<file path="src/rtl/cfs_pkg.sv">
// Shared types, constants and character tests for the chat format code stripper.
// Used by every module of the block; depends on nothing else.
package cfs_pkg;

  // Width of one character of text and of one held character.
  localparam int CHAR_W     = 16;
  localparam int HELD_W     = 8;
  // Held characters: a comma and up to five hex digits, so never more than six at once.
  localparam int HOLD_DEPTH = 6;
  localparam int HCNT_W     = 3;
  // Default depth of the queue between the parser and the output side.
  localparam int QUEUE_DEPTH_DEF = 4;

  // Characters that steer the parser.
  localparam logic [CHAR_W-1:0] CHAR_COLOUR = 16'h0003;
  localparam logic [CHAR_W-1:0] CHAR_HEXCOL = 16'h0004;
  localparam logic [CHAR_W-1:0] CHAR_SPACE  = 16'h0020;
  localparam logic [CHAR_W-1:0] CHAR_TAB    = 16'h0009;
  localparam logic [CHAR_W-1:0] CHAR_COMMA  = 16'h002C;

  // Parser modes.
  typedef enum logic [2:0] {
    MODE_IDLE,
    MODE_FG,
    MODE_COMMA03,
    MODE_BG,
    MODE_HEX1,
    MODE_HEXCOMMA,
    MODE_HEX2
  } mode_t;

  typedef logic [HELD_W-1:0] held_arr_t [HOLD_DEPTH];

  // One queued job: what one accepted word produces on the output side.
  // Held characters come first when held_first is set, otherwise after the character.
  typedef struct packed {
    logic [HOLD_DEPTH-1:0][HELD_W-1:0] held;
    logic [HCNT_W-1:0]                 n_held;
    logic                              held_first;
    logic                              emit_c;
    logic [CHAR_W-1:0]                 ch;
  } job_t;

  // Queue status seen by the two sides.
  typedef struct packed {
    logic full;
    logic empty;
  } q_status_t;

  // ASCII decimal digit.
  function automatic logic is_digit(input logic [CHAR_W-1:0] c);
    is_digit = (c >= 16'h0030) && (c <= 16'h0039);
  endfunction

  // ASCII hex digit, either case.
  function automatic logic is_hex(input logic [CHAR_W-1:0] c);
    is_hex = is_digit(c) || ((c >= 16'h0041) && (c <= 16'h0046)) ||
             ((c >= 16'h0061) && (c <= 16'h0066));
  endfunction

endpackage

</file>
<file path="src/rtl/cfs_front.sv">
// Parser front end: accepts input words, tracks the formatting-code state and
// builds one output job per word that produces text. Depends on cfs_pkg.
module cfs_front (
  input  logic                       clk,
  input  logic                       rst_n,
  input  logic                       accept,
  input  logic [cfs_pkg::CHAR_W-1:0] c,
  input  logic                       eom,
  output logic                       push,
  output cfs_pkg::job_t              job
);

  cfs_pkg::mode_t               mode_r, mode_nxt;
  logic [1:0]                   dig_r, dig_nxt;
  logic [cfs_pkg::HCNT_W-1:0]   hcnt_r, hcnt_nxt, hcnt_mid;
  cfs_pkg::held_arr_t           held_r, held_nxt;
  logic                         leave, plain, hold_en, emit_c;

  // Next state and job contents for the word on the input.
  always_comb begin
    mode_nxt = mode_r;
    dig_nxt  = dig_r;
    hcnt_nxt = hcnt_r;
    held_nxt = held_r;
    leave    = 1'b0;
    plain    = 1'b0;
    hold_en  = 1'b0;
    emit_c   = 1'b0;

    unique case (mode_r)
      cfs_pkg::MODE_FG: begin
        if (cfs_pkg::is_digit(c) && dig_r < 2'd2) begin
          dig_nxt = dig_r + 2'd1;
        end else if (c == cfs_pkg::CHAR_COMMA && dig_r != 2'd0) begin
          hcnt_nxt    = '0;
          held_nxt[0] = c[cfs_pkg::HELD_W-1:0];
          hcnt_nxt    = 3'd1;
          mode_nxt    = cfs_pkg::MODE_COMMA03;
        end else begin
          leave = 1'b1;
        end
      end
      cfs_pkg::MODE_COMMA03: begin
        if (cfs_pkg::is_digit(c)) begin
          hcnt_nxt = '0;
          mode_nxt = cfs_pkg::MODE_BG;
          dig_nxt  = 2'd1;
        end else begin
          leave = 1'b1;
        end
      end
      cfs_pkg::MODE_BG: begin
        if (cfs_pkg::is_digit(c) && dig_r < 2'd2) begin
          dig_nxt = dig_r + 2'd1;
        end else begin
          leave = 1'b1;
        end
      end
      cfs_pkg::MODE_HEX1: begin
        if (cfs_pkg::is_hex(c)) begin
          if (hcnt_r >= 3'd5) begin
            hcnt_nxt = '0;
            mode_nxt = cfs_pkg::MODE_HEXCOMMA;
          end else begin
            hold_en = 1'b1;
          end
        end else begin
          leave = 1'b1;
        end
      end
      cfs_pkg::MODE_HEXCOMMA: begin
        if (c == cfs_pkg::CHAR_COMMA) begin
          held_nxt[0] = c[cfs_pkg::HELD_W-1:0];
          hcnt_nxt    = 3'd1;
          mode_nxt    = cfs_pkg::MODE_HEX2;
        end else begin
          leave = 1'b1;
        end
      end
      cfs_pkg::MODE_HEX2: begin
        if (cfs_pkg::is_hex(c)) begin
          if (hcnt_r >= 3'd6) begin
            hcnt_nxt = '0;
            mode_nxt = cfs_pkg::MODE_IDLE;
          end else begin
            hold_en = 1'b1;
          end
        end else begin
          leave = 1'b1;
        end
      end
      default: begin
        mode_nxt = cfs_pkg::MODE_IDLE;
        dig_nxt  = 2'd0;
        hcnt_nxt = '0;
        plain    = 1'b1;
      end
    endcase

    // Append a hex digit or comma to the held characters.
    if (hold_en) begin
      for (int i = 0; i < cfs_pkg::HOLD_DEPTH; i++) begin
        if (hcnt_r == cfs_pkg::HCNT_W'(i)) begin
          held_nxt[i] = c[cfs_pkg::HELD_W-1:0];
        end
      end
      hcnt_nxt = hcnt_r + 3'd1;
    end

    // A failed sequence flushes what was held and treats the word as text.
    if (leave) begin
      hcnt_nxt = '0;
      mode_nxt = cfs_pkg::MODE_IDLE;
      dig_nxt  = 2'd0;
      plain    = 1'b1;
    end

    // Ordinary text: code openers, dropped controls and kept characters.
    if (plain) begin
      if (c == cfs_pkg::CHAR_COLOUR) begin
        mode_nxt = cfs_pkg::MODE_FG;
        dig_nxt  = 2'd0;
      end else if (c == cfs_pkg::CHAR_HEXCOL) begin
        mode_nxt = cfs_pkg::MODE_HEX1;
        hcnt_nxt = '0;
      end else if (c < cfs_pkg::CHAR_SPACE && c != cfs_pkg::CHAR_TAB) begin
        emit_c = 1'b0;
      end else begin
        emit_c = 1'b1;
      end
    end

    hcnt_mid = hcnt_nxt;

    // End of message: everything still held goes out after the word.
    if (eom) begin
      hcnt_nxt = '0;
      mode_nxt = cfs_pkg::MODE_IDLE;
      dig_nxt  = 2'd0;
    end

    // Build the job; a failed sequence and an end of message never both flush.
    job.ch         = c;
    job.emit_c     = emit_c;
    job.held_first = leave;
    for (int i = 0; i < cfs_pkg::HOLD_DEPTH; i++) begin
      job.held[i] = leave ? held_r[i] : held_nxt[i];
    end
    if (leave) begin
      job.n_held = hcnt_r;
    end else if (eom) begin
      job.n_held = hcnt_mid;
    end else begin
      job.n_held = '0;
    end
  end

  assign push = accept && (emit_c || job.n_held != '0);

  // Parser control state.
  always_ff @(posedge clk) begin
    if (!rst_n) begin
      mode_r <= cfs_pkg::MODE_IDLE;
      dig_r  <= 2'd0;
      hcnt_r <= '0;
    end else if (accept) begin
      mode_r <= mode_nxt;
      dig_r  <= dig_nxt;
      hcnt_r <= hcnt_nxt;
    end
  end

  // Held characters carry no reset; only written entries are ever read.
  always_ff @(posedge clk) begin
    if (accept) begin
      held_r <= held_nxt;
    end
  end

`ifndef SYNTHESIS
  a_hcnt_range: assert property (@(posedge clk) disable iff (!rst_n)
    hcnt_r <= 3'(cfs_pkg::HOLD_DEPTH))
    else $error("held count beyond the hold depth");

  a_comma_held: assert property (@(posedge clk) disable iff (!rst_n)
    (mode_r == cfs_pkg::MODE_COMMA03) |-> (hcnt_r == 3'd1))
    else $error("colour comma mode without exactly one held comma");

  a_idle_empty: assert property (@(posedge clk) disable iff (!rst_n)
    (accept && eom) |=> (mode_r == cfs_pkg::MODE_IDLE && hcnt_r == '0))
    else $error("parser not idle and empty after end of message");
`endif

endmodule

</file>
<file path="src/rtl/cfs_queue.sv">
// Short job queue between the parser and the output side.
// Depends on cfs_pkg for the job type and the status struct.
module cfs_queue #(
  parameter int DEPTH = cfs_pkg::QUEUE_DEPTH_DEF
) (
  input  logic                 clk,
  input  logic                 rst_n,
  input  logic                 push,
  input  cfs_pkg::job_t        push_job,
  input  logic                 pop,
  output cfs_pkg::job_t        head_job,
  output cfs_pkg::q_status_t   status
);

  localparam int PTR_W = (DEPTH > 1) ? $clog2(DEPTH) : 1;
  localparam int CNT_W = $clog2(DEPTH + 1);

  cfs_pkg::job_t      slots_r [DEPTH];
  logic [PTR_W-1:0]   wr_ptr_r, rd_ptr_r;
  logic [CNT_W-1:0]   count_r;

  assign status.full  = (count_r == CNT_W'(DEPTH));
  assign status.empty = (count_r == '0);
  assign head_job     = slots_r[rd_ptr_r];

  // Job storage.
  always_ff @(posedge clk) begin
    if (push) begin
      slots_r[wr_ptr_r] <= push_job;
    end
  end

  // Pointers and fill count.
  always_ff @(posedge clk) begin
    if (!rst_n) begin
      wr_ptr_r <= '0;
      rd_ptr_r <= '0;
      count_r  <= '0;
    end else begin
      if (push) begin
        wr_ptr_r <= (wr_ptr_r == PTR_W'(DEPTH - 1)) ? '0 : wr_ptr_r + 1'b1;
      end
      if (pop) begin
        rd_ptr_r <= (rd_ptr_r == PTR_W'(DEPTH - 1)) ? '0 : rd_ptr_r + 1'b1;
      end
      if (push && !pop) begin
        count_r <= count_r + 1'b1;
      end else if (pop && !push) begin
        count_r <= count_r - 1'b1;
      end
    end
  end

`ifndef SYNTHESIS
  a_no_overflow: assert property (@(posedge clk) disable iff (!rst_n)
    push |-> !status.full)
    else $error("job pushed into a full queue");

  a_no_underflow: assert property (@(posedge clk) disable iff (!rst_n)
    pop |-> !status.empty)
    else $error("job popped from an empty queue");

  a_count_range: assert property (@(posedge clk) disable iff (!rst_n)
    count_r <= CNT_W'(DEPTH))
    else $error("queue count beyond its depth");
`endif

endmodule

</file>
<file path="src/rtl/cfs_back.sv">
// Output side: walks the head job character by character into the output register.
// Depends on cfs_pkg for the job type and the status struct.
module cfs_back (
  input  logic                       clk,
  input  logic                       rst_n,
  input  cfs_pkg::job_t              head_job,
  input  cfs_pkg::q_status_t         status,
  output logic                       pop,
  input  logic                       out_stall,
  output logic                       out_valid,
  output logic [cfs_pkg::CHAR_W-1:0] out_char,
  output logic                       out_run_last
);

  logic [cfs_pkg::HCNT_W-1:0]  idx_r;
  logic [cfs_pkg::HCNT_W-1:0]  n_total, sel;
  logic                        use_c, is_last, load;
  logic [cfs_pkg::HELD_W-1:0]  held_val;
  logic [cfs_pkg::CHAR_W-1:0]  char_nxt;
  logic                        out_valid_r, out_last_r;
  logic [cfs_pkg::CHAR_W-1:0]  out_char_r;

  // Pick the character at the current position of the head job.
  always_comb begin
    n_total = head_job.n_held + {2'b00, head_job.emit_c};
    if (head_job.held_first) begin
      use_c = (idx_r >= head_job.n_held);
      sel   = idx_r;
    end else begin
      use_c = head_job.emit_c && (idx_r == '0);
      sel   = idx_r - {2'b00, head_job.emit_c};
    end
    held_val = '0;
    for (int i = 0; i < cfs_pkg::HOLD_DEPTH; i++) begin
      if (sel == cfs_pkg::HCNT_W'(i)) begin
        held_val = head_job.held[i];
      end
    end
    char_nxt = use_c ? head_job.ch : {{(cfs_pkg::CHAR_W - cfs_pkg::HELD_W){1'b0}}, held_val};
    is_last  = (idx_r == n_total - 3'd1);
  end

  // The output register takes a new word when it is empty or being taken.
  assign load = !status.empty && (!out_valid_r || !out_stall);
  assign pop  = load && is_last;

  always_ff @(posedge clk) begin
    if (!rst_n) begin
      out_valid_r <= 1'b0;
      idx_r       <= '0;
    end else begin
      if (load) begin
        out_valid_r <= 1'b1;
        idx_r       <= is_last ? '0 : idx_r + 3'd1;
      end else if (!out_stall) begin
        out_valid_r <= 1'b0;
      end
    end
  end

  // Output payload.
  always_ff @(posedge clk) begin
    if (load) begin
      out_char_r <= char_nxt;
      out_last_r <= is_last;
    end
  end

  assign out_valid    = out_valid_r;
  assign out_char     = out_char_r;
  assign out_run_last = out_last_r;

`ifndef SYNTHESIS
  a_idx_in_job: assert property (@(posedge clk) disable iff (!rst_n)
    !status.empty |-> (idx_r < n_total))
    else $error("position beyond the head job's results");

  a_idle_idx: assert property (@(posedge clk) disable iff (!rst_n)
    status.empty |-> (idx_r == '0))
    else $error("position not cleared with the queue empty");

  a_pop_marks_last: assert property (@(posedge clk) disable iff (!rst_n)
    pop |=> (out_valid_r && out_last_r))
    else $error("job finished without a last word on the output");
`endif

endmodule

</file>
<file path="src/rtl/chat_format_code_stripper.sv">
// Top level of the chat format code stripper: parser, job queue and output side.
// Depends on cfs_pkg, cfs_front, cfs_queue and cfs_back.
//
//   Channel  Ports                                   Handshake
//   input    in_char, in_end_of_message              in_valid / in_stall
//   output   out_char, out_run_last                  out_valid / out_stall
//
// One input word is accepted per cycle while the job queue has room.
// Each word yields zero to seven output words, one per cycle from the output
// register unless stalled, held characters flushed at a failed code or message end included.
// Input stalls only when the QUEUE_DEPTH-entry job queue is full.
// Reset is synchronous and active low; it empties the queue and idles the parser.
module chat_format_code_stripper #(
  parameter int QUEUE_DEPTH = cfs_pkg::QUEUE_DEPTH_DEF
) (
  input  logic                       clk,
  input  logic                       rst_n,
  input  logic                       in_valid,
  output logic                       in_stall,
  input  logic [cfs_pkg::CHAR_W-1:0] in_char,
  input  logic                       in_end_of_message,
  output logic                       out_valid,
  input  logic                       out_stall,
  output logic [cfs_pkg::CHAR_W-1:0] out_char,
  output logic                       out_run_last
);

  logic               accept, push, pop;
  cfs_pkg::job_t      push_job, head_job;
  cfs_pkg::q_status_t q_status;

  assign in_stall = q_status.full;
  assign accept   = in_valid && !q_status.full;

  cfs_front u_front (
    .clk    (clk),
    .rst_n  (rst_n),
    .accept (accept),
    .c      (in_char),
    .eom    (in_end_of_message),
    .push   (push),
    .job    (push_job)
  );

  cfs_queue #(
    .DEPTH (QUEUE_DEPTH)
  ) u_queue (
    .clk      (clk),
    .rst_n    (rst_n),
    .push     (push),
    .push_job (push_job),
    .pop      (pop),
    .head_job (head_job),
    .status   (q_status)
  );

  cfs_back u_back (
    .clk          (clk),
    .rst_n        (rst_n),
    .head_job     (head_job),
    .status       (q_status),
    .pop          (pop),
    .out_stall    (out_stall),
    .out_valid    (out_valid),
    .out_char     (out_char),
    .out_run_last (out_run_last)
  );

endmodule
</file>
<file path="config.mk">
export PLATFORM = sky130hd
export DESIGN_NAME = chat_format_code_stripper
export DESIGN_NICKNAME = d
export VERILOG_FILES = /design/src/rtl/cfs_pkg.sv /design/src/rtl/cfs_front.sv /design/src/rtl/cfs_queue.sv /design/src/rtl/cfs_back.sv /design/src/rtl/chat_format_code_stripper.sv
export SDC_FILE = /design/constraint.sdc
export NUM_CORES = 1
export LEC_CHECK = 0
export BUFFER_PORTS_ARGS = -buffer_cell sky130_fd_sc_hd__clkbuf_2
export CORE_MARGIN = 5
export CORE_UTILIZATION = 40
export CTS_CLUSTER_DIAMETER = 200
export DETAILED_ROUTE_END_ITERATION = 8
export MAX_ROUTING_LAYER = met4
export PLACE_DENSITY_LB_ADDON = 0.1
export RECOVER_POWER = 50
export SLEW_MARGIN = 20
export SYNTH_ARGS = -nofsm -noshare
export SYNTH_HDL_FRONTEND = slang
export SYNTH_SLANG_ARGS = --single-unit
</file>
<file path="constraint.sdc">
create_clock -name clk -period 4.05 [get_ports clk]
set_clock_uncertainty 0.1 [all_clocks]
set_input_delay 0.405 -clock clk [delete_from_list [all_inputs] [get_ports clk]]
set_output_delay 0.405 -clock clk [all_outputs]
set_load 0.005 [all_outputs]
</file>
==> results of run 1 <==
through the flow:
| stage | total power (µW) | util | hold slack (ns) | area (µm²) | worst slack (ns) |
|---|---|---|---|---|---|
| floorplan | 6870 | - | 0.368 | 15700 | 0.0161 |
| global placement | 7970 | 0.436 | 0.384 | 16900 | 0.213 |
| global route | 11600 | 0.463 | 0.0612 | 17900 | 0.0440 |
| detailed placement | 7990 | 0.436 | 0.395 | 16900 | 0.186 |
| CTS | 11300 | 0.467 | 0.00438 | 18100 | 0.284 |
| finish | 11100 | 0.463 | 0.0496 | 17900 | 0.246 |
power breakdown:
group          internal (µW)  switching [µW]  leakage, µW
registers               4880             175      0.00333
logic                   1190            1520      0.00192
clock network           1890            1420     0.000577
total                   7960            3110      0.00583
how the worst max path moves through the flow:
stage	startpoint	end	slack, ns	cells after the start
6_report	in_char[11]	u_queue.slots_r[3][56]	0.25	9
5_1_grt	flip-flop	u_back.out_char[9]	0.04	8
4_1_cts	u_front.hcnt_r[0]	u_queue.count_r[2]	0.28	13
3_5_place_dp	in_char[13]	u_queue.count_r[2]	0.19	14
3_3_place_gp	in_char[13]	u_queue.count_r[2]	0.21	14
2_1_floorplan	flip-flop	u_queue.count_r[2]	0.02	19
cell usage after synthesis (9+ instances only):
master	n	area, µm²
nand2_1	30	113
nand3_1	9	45.0
inv_1	23	86.3
nor2b_1	19	119
clkbuf_1	26	97.6
nor2_1	38	143
a21oi_1	18	90.1
mux2_2	87	980
edfxtp_1	341	10200
buf_2	11	55.1
o21ai_0	13	65.1
a32oi_1	10	87.6
mux4_2	73	1640
mux2i_1	18	180
and2_1	17	106
dfxtp_1	21	420
ha_1	23	288
repair_timing:
action / CTS / global route
hold buffers: 2 / 0
setup buffers: 0 / 0
resized for setup: 0 / 1
setup endpoints to repair: 0 / 1
hold endpoints to repair: 8 / 0
metal layers:
layer,track usage,vias up,share of wire
li1,-,3728,-
met1,0.221,4246,0.47
met2,0.259,131,0.48
met3,0.0267,51,0.037
met4,0.0351,0,0.016
met5,-,-,0
worst register-to-register path, cell delays in order (launching register included):
cell      delay (ns)
dfxtp_1         0.60
mux4_2          0.60
inv_1           0.11
ha_1            0.15
ha_1            0.15
xnor2_1         0.13
xnor2_1         0.14
nor3_1          0.09
and2_1          0.18
inv_1           0.10
ha_1            0.19
inv_1           0.06
fa_1            0.37
xor2_1          0.17
or3_1           0.30
a21boi_0        0.15
flip-flops by register name, indices dropped and copies added, names as in the netlist, named ones only:
name,cells
u_back.idx_r,3
u_back.out_char,16
u_back.out_run_last,1
u_back.out_valid,1
u_front.dig_r,2
u_front.hcnt_r,3
u_front.held_r,48
u_front.mode_r,3
u_queue.count_r,3
u_queue.rd_ptr_r,2
u_queue.slots_r,276
u_queue.wr_ptr_r,2
final cells by class:
| cell class | instances | area (µm²) |
|---|---|---|
| Clock buffer | 52 | 1050 |
| Fill cell | 3418 | 20800 |
| Sequential cell | 362 | 10700 |
| Timing Repair Buffer | 91 | 669 |
| Inverter | 25 | 93.8 |
| Multi-Input combinational cell | 453 | 4690 |
| Clock inverter | 19 | 133 |
| Tap cell | 518 | 648 |
kinds of logic after synthesis:
kind of cell | after synthesis | synth area share
mux | 178 | 0.179
flops | 362 | 0.679
xor+xnor | 7 | 0.00390
buf+inv | 73 | 0.0218
simple gates | 156 | 0.0557
compound gates | 88 | 0.0417
fa+ha+maj | 24 | 0.0196
==> impl_metrics.yaml, run 1 <==
global_route:
  track_usage: 0.162
  grt_pass1_wl_mm: 52.1
  antenna_found_initial: 0
  grt_start_max_net_pins: 50
  grt_remaining_overflow: 0
  grt_pass1_vias: 8363
critical_path:
  worst_r2r_endpoint: "u_queue.count_r[2]"
  crit_fanout: 16
  cpPeakStageDelay_ns: 0.77
  ff2ff_path_depth: 15
  critPathLaunchType: "primary input"
  path_buf_inv: 3
  worstSetupEndpointType: "flip-flop"
  path_common_cell: "clkbuf_1"
  critPathKind: "primary input to flip-flop"
  cp_top_family: "simple AND/OR/NAND/NOR gates"
  reg2reg_slack_ns: 0.39
  worstPathArrival_ns: 3.95
  crit_chain: "dlygate4sd3_1 > clkbuf_1 > nor2_1 > nand3_2 > a21oi_1 > and4_1 > clkbuf_1 > nand3_1 > mux2_1"
  cp.required_ns: 4.20
  cpMaxStageDelayCell: "nand3_1"
floorplan:
  ioPinCount: 40
  initial_core_util: 0.405
  die_area_um2: 43300
  die-height_um: 208
  die-width_um: 208
  core-area_um2: 38700
  placementRows: 72
routing:
  wl_per_cell_um: 22.6
  dr_total_vias: 8156
  wl_mm: 34.4
  via_per_inst: 5.37
  drt_iter0_markers: 589
  ant_nets: 0
  drcViolationCount: 0
  drt_pass1_iterations: 4
clock_network:
  clk_latency_ns: 0.53
  htree_levels: 2
  clock_sinks: 362
  tritoncts.num_buffers: 40
  clockRootBuffer: "clkbuf_16"
  path_clk_slew_ns: 0.05
  clock_path_buffers: 3
  cts_tree: "done"
placed_design:
  hpwl_mm: 21.6
  gp_congestion: 0.859
  dp.cells: 1447
  port_buffers: 39
yosys:
  netlist_area_um2: 15700
  synth_seq_cells: 362
  synthArstFlopShare: 0
  synth.distinct_cells: 76
  synth_ff_type: "edfxtp_1"
  synthCells: 888
  synth-edff-count: 341
  yosysSeqAreaShare: 0.679
  synth_area_per_cell_um2: 17.7
  synth.net_count: 933
  ys_warn_count: 0
final_layout:
  final_cell_mix: "edfxtp_1, mux4_2, mux2_2, clkbuf_1, clkbuf_16"
  final_common_cell: "edfxtp_1"
  syn_to_final_growth_pct: 14.3
  nNetsFinal: 1018
  drive_gt1_frac: 0.255
  fin_cells: 1520
  diodes: 0
timing:
  relSlewSlack: -0.0429
  min_period_over_period: 0.939
  setup_tns_ns: 0
  max_freq_mhz: 263
  rsz0062_at_grt: "no"
  tightestPinTransition_ns: 1.56
  slew_viol_final: 73
  period_needed_ns: 3.80
  setup_viol: 0
  finalHoldViolations: 0
hold_path:
  holdPathEnd: "u_back.out_valid"
  hold_path.class: "primary input to flip-flop"
  holdPathStages: 3
  hp-start: "out_stall"
run_status:
  violations: "max-capacitance violations, max-slew violations"
  status: "complete, but fails checks"
pwr:
  ir_drop_mv: 0.286
  leakage_uw: 0.00583
  power_density_nw_per_um2: 617
flow_run:
  cap_violations: 2
No activity file was read; power rests on OpenSTA's default activity.
==> inputs of run 2 (changes only) <==
==> constraint.sdc (replaced) <==
create_clock -name clk -period 3.9 [get_ports clk]
set_clock_uncertainty 0.1 [all_clocks]
set_input_delay 0.39 -clock clk [delete_from_list [all_inputs] [get_ports clk]]
set_output_delay 0.39 -clock clk [all_outputs]
set_load 0.005 [all_outputs]
==> run 2 against run 1 <==
- the flow still finishes with violations (max-capacitance violations, max-slew violations)
- final area rose by 0.91%
- sequential share of layout area fell by 0.51 points
- combinational power up 5%
- hold slack improved by 0.050 ns
- cell count is 0.46% higher
- first-iteration DRC count decreased by 14%
- power increased by 5.9%
- register-to-register slack worse by 0.04 ns
==> impl_metrics.yaml, run 2 (synthesized netlist as in run 1, its figures left out) <==
critical_path:
  cp.required_ns: 4.26
  critPathKind: "primary input to flip-flop"
  crit_fanout: 8
  worstPathArrival_ns: 4.07
  worstSetupEndpointType: "flip-flop"
  critPathLaunchType: "primary input"
pwr:
  power_density_nw_per_um2: 647
  p_sw_frac: 0.279
  seqPwrFrac: 0.449
  clkPwrFrac: 0.309
  p_comb_frac: 0.243
  p_int_uw: 8460
  switchingPower_uw: 3270
  ir_drop_mv: 0.341
  leakage_uw: 0.00590
placed_design:
  port_buffers: 39
  hpwl_mm: 21.6
  dpl_worst_slack_ns: 0.0629
  gp_congestion: 0.895
floorplan:
  die-height_um: 208
  die-width_um: 208
  ioPinCount: 40
  placementRows: 72
  die_area_um2: 43300
  core-area_um2: 38700
  initial_core_util: 0.405
run_status:
  status: "complete, but fails checks"
  violations: "max-capacitance violations, max-slew violations"
timing:
  rsz0062_at_grt: "no"
  relSlewSlack: -0.0911
  min_period_over_period: 0.950
  setup_tns_ns: 0
  hold_ws_ns: 0.0999
  period_needed_ns: 3.70
  setup_viol: 0
  tightestPinTransition_ns: 1.64
  slew_viol_final: 75
  max_freq_mhz: 270
  layout_setup_ws_ns: 0.196
  finalHoldViolations: 0
final_layout:
  diodes: 0
  multi_input_comb_area_um2: 4730
  regMostFlops: "u_queue.slots_r"
  final_common_cell: "edfxtp_1"
  final_cell_mix: "edfxtp_1, mux4_2, mux2_2, clkbuf_1, clkbuf_16"
  register_area_um2: 10700
  drive_gt1_frac: 0.272
  largest_register_ffs: 276
  syn_to_final_growth_pct: 15.3
  nNetsFinal: 1028
  nFillCells: 3390
global_route:
  track_usage: 0.167
  antenna_found_initial: 0
  grt_pass1_vias: 8569
  grt_pass1_wl_mm: 53.7
  grt_start_max_net_pins: 50
  grt_remaining_overflow: 0
routing:
  dr_total_vias: 8270
  drt_pass1_iterations: 5
  wl_per_cell_um: 22.9
  drcViolationCount: 0
  via_per_inst: 5.42
  ant_nets: 0
  wl_mm: 35.0
  drt_iter0_markers: 506
hold_path:
  hold_path.class: "primary input to flip-flop"
clock_network:
  tritoncts.num_buffers: 40
  htree_levels: 2
  path_clk_slew_ns: 0.06
  clk_latency_ns: 0.55
  clockRootBuffer: "clkbuf_16"
  clock_path_buffers: 3
  clock_sinks: 362
  cts_tree: "done"
flow_run:
  cap_violations: 2
## run 2: area by class of cell
cell class,count,share of cell area
inverters,25,0.00518
flip-flops and latches,362,0.589
repair buffers,101,0.0390
clock buffers,47,0.0591
clock inverters,21,0.0106
multi-input cells,453,0.261
well taps,518,0.0358
## run 2: worst max-delay path, cell delays in order
cell and delay [ns]:
dlygate4sd3_1 0.54, clkbuf_2 0.16, nor4_4 0.36, nand3_2 0.17
buf_4 0.21, o31ai_4 0.23, nor2_1 0.10, or2_1 0.25
mux2i_1 0.15, o211a_1 0.24, ha_2 0.21, inv_1 0.05
fa_1 0.37, xor2_1 0.18, or3_1 0.32, a21boi_1 0.14
## run 2: routing by layer
| metal | up-vias | part of all wire | global-route usage |
|---|---|---|---|
| met3 | 59 | 0.033 | 0.0241 |
| met1 | 4287 | 0.47 | 0.234 |
| met5 | - | 0 | - |
| met2 | 175 | 0.47 | 0.260 |
| met4 | 0 | 0.023 | 0.0473 |
| li1 | 3749 | - | - |
## run 2: power by group through the flow
stage               Sequential, µW  Combinational [µW]  Clock (µW)
CTS                           5260                2960        3740
global placement              5320                2940           0
finish                        5260                2850        3620
floorplan                     5280                1860           0
detailed placement            5340                2950           0
global route                  5320                3110        3900
## run 2: final timing paths
path | slack (ns) | start | cells past startpoint | to
worst max-delay path | 0.20 | in_char[15] | 16 | u_queue.count_r[2]
worst min-delay path | 0.1 | in_char[12] | 1 | u_queue.slots_r[0][12]
worst max register to register | 0.35 | u_front.hcnt_r[0] | 16 | u_queue.count_r[2]
worst min register to register | 0.40 | u_back.out_valid | 2 | u_back.out_valid
## run 2: what timing repair did
action	CTS	global route
setup endpoints to repair	0	1
resized for setup	0	10
hold buffers	7	0
hold endpoints to repair	25	0
setup buffers	0	1
## run 2: through the flow
step / util / instances / instance area (µm²) / total power (µW)
6_report: 0.468 / 1527 / 18100 / 11700
4_1_cts: 0.470 / 1526 / 18200 / 12000
2_1_floorplan: - / 888 / 15700 / 7140
3_3_place_gp: 0.435 / 1451 / 16900 / 8260
5_1_grt: 0.468 / 1527 / 18100 / 12300
3_5_place_dp: 0.435 / 1451 / 16900 / 8290
==> inputs of run 3 (changes only) <==
--- a/config.mk
+++ b/config.mk
@@ -5,11 +5,11 @@
 export SDC_FILE = /design/constraint.sdc
 export NUM_CORES = 1
 export LEC_CHECK = 0
-export BUFFER_PORTS_ARGS = -buffer_cell sky130_fd_sc_hd__clkbuf_2
 export CORE_MARGIN = 5
 export CORE_UTILIZATION = 40
 export CTS_CLUSTER_DIAMETER = 200
 export DETAILED_ROUTE_END_ITERATION = 8
+export DONT_BUFFER_PORTS = 1
 export MAX_ROUTING_LAYER = met4
 export PLACE_DENSITY_LB_ADDON = 0.1
 export RECOVER_POWER = 50
==> run 3 against run 2 <==
- the flow still finishes with violations (max-capacitance violations, max-slew violations)
- utilization is 0.26 points lower
- sequential power is essentially flat
- hold slack got worse by 0.068 ns
- non-clock buffer count down 36
- count of clock-buffer cells in the layout increased by 1
- sequential share of layout area rose by 0.33 points
- fmax increased by 2.9%
==> impl_metrics.yaml, run 3 (synthesized netlist as in run 1, its figures left out) <==
routing:
  wl_mm: 37.0
  drt_iter0_markers: 614
  wl_per_cell_um: 24.7
  via_per_inst: 5.52
  drcViolationCount: 0
  drt_pass1_iterations: 5
  ant_nets: 0
  dr_total_vias: 8254
floorplan:
  die-height_um: 208
  initial_core_util: 0.405
  die_area_um2: 43300
  die-width_um: 208
  core-area_um2: 38700
  ioPinCount: 40
  placementRows: 72
timing:
  setup_tns_ns: 0
  setup_viol: 0
  tightestPinTransition_ns: 1.63
  rsz0062_at_grt: "no"
  period_needed_ns: 3.60
  max_freq_mhz: 278
  hold_ws_ns: 0.0318
  relSlewSlack: -0.0881
  slew_viol_final: 50
  min_period_over_period: 0.923
  finalHoldViolations: 0
critical_path:
  critPathLaunchType: "flip-flop"
  crit_fanout: 8
  critPathKind: "flip-flop to flip-flop"
  worstSetupEndpointType: "flip-flop"
  cp.required_ns: 4.25
  worstPathArrival_ns: 3.95
final_layout:
  fin_cells: 1495
  final_common_cell: "edfxtp_1"
  nNetsFinal: 993
  syn_to_final_growth_pct: 14.7
  largest_register_ffs: 276
  nFillCells: 3313
  final_cell_mix: "edfxtp_1, mux4_2, mux2_2, clkbuf_16, nor2_1"
  regMostFlops: "u_queue.slots_r"
  register_area_um2: 10700
  finalInstanceArea_um2: 18000
  drive_gt1_frac: 0.258
  multi_input_comb_area_um2: 4700
clock_network:
  path_clk_slew_ns: 0.06
  cts_tree: "done"
  tritoncts.num_buffers: 41
  clk_latency_ns: 0.53
  clock_sinks: 362
  htree_levels: 2
  cts_setup_buffers: 0
  clockRootBuffer: "clkbuf_16"
  clock_path_buffers: 3
placed_design:
  dp.cells: 1405
  hpwl_mm: 21.8
  placed_cell_area_um2: 16600
  gp_congestion: 0.742
  port_buffers: 0
global_route:
  antenna_found_initial: 1
  grt_start_max_net_pins: 52
  grt_pass1_vias: 8586
  grt_pass1_wl_mm: 55.9
  grt_remaining_overflow: 0
  track_usage: 0.175
run_status:
  violations: "max-capacitance violations, max-slew violations"
  status: "complete, but fails checks"
pwr:
  ir_drop_mv: 0.324
  leakage_uw: 0.00584
  power_density_nw_per_um2: 652
hold_path:
  hold_path.class: "primary input to flip-flop"
flow_run:
  cap_violations: 1
==> run 3: cell types whose count changed in the layout (fill, tap and decap cells not counted), moves of 3 or more <==
cell	previous run	this run
clkbuf_1	47	17
clkbuf_2	15	1
dlygate4sd3_1	7	18
clkinvlp_4	0	4
mux2_1	23	26
mux2_2	64	61
==> run 3: what timing repair did <==
item | 4_1_cts | 5_1_grt
endpoints found under the setup margin | 0 | 1
hold endpoints to repair | 126 | 0
hold buffers | 18 | 0
gates resized for setup | 0 | 1
==> run 3: cell type report <==
type / count / share of cell area
diodes: 1 / 0.000139
clock buffers: 48 / 0.0584
clock inverters: 23 / 0.0140
inverters: 25 / 0.00521
multi-input cells: 453 / 0.261
flip-flops and latches: 362 / 0.592
well taps: 518 / 0.0360
repair buffers: 65 / 0.0329
==> run 3: stage by stage <==
stage	util	setup slack (ns)	power (µW)
2_1_floorplan	-	0.0407	7140
3_3_place_gp	0.428	0.226	8070
3_5_place_dp	0.428	0.207	8130
4_1_cts	0.467	0.155	12000
5_1_grt	0.465	0.0672	12300
6_report	0.465	0.301	11700
==> run 3: metal layers <==
metal	vias to the layer above	GRT usage	share of wire
li1	3676	-	-
met5	-	-	0
met3	48	0.0285	0.042
met2	177	0.278	0.48
met4	0	0.0376	0.016
met1	4353	0.243	0.46
==> run 3: worst paths after layout <==
path,end,start,depth (start not counted),slack [ns]
max,u_queue.count_r[2],u_front.mode_r[1],14,0.30
max reg2reg,u_queue.count_r[2],u_front.mode_r[1],14,0.30
min,u_front.held_r[46],in_char[6],2,0.03
min reg2reg,u_queue.wr_ptr_r[1],u_queue.wr_ptr_r[1],2,0.40
==> run 3: worst max-delay path, cell delays in order (launching register included) <==
cell and delay [ns]:
dfxtp_1 0.39, clkinv_1 0.11, clkbuf_1 0.29, nand2_1 0.17
a2111o_1 0.39, a211oi_1 0.24, a311oi_1 0.10, o211ai_1 0.25
o211a_1 0.20, ha_1 0.20, inv_1 0.07, fa_1 0.37
xor2_1 0.17, or3_1 0.30, a21boi_0 0.16
==> run 3: power by group <==
group	total, µW	leakage, µW	switching [µW]	internal, µW
clock	3760	0.000622	1500	2260
sequential	5290	0.00334	211	5070
combinational	2700	0.00189	1520	1180
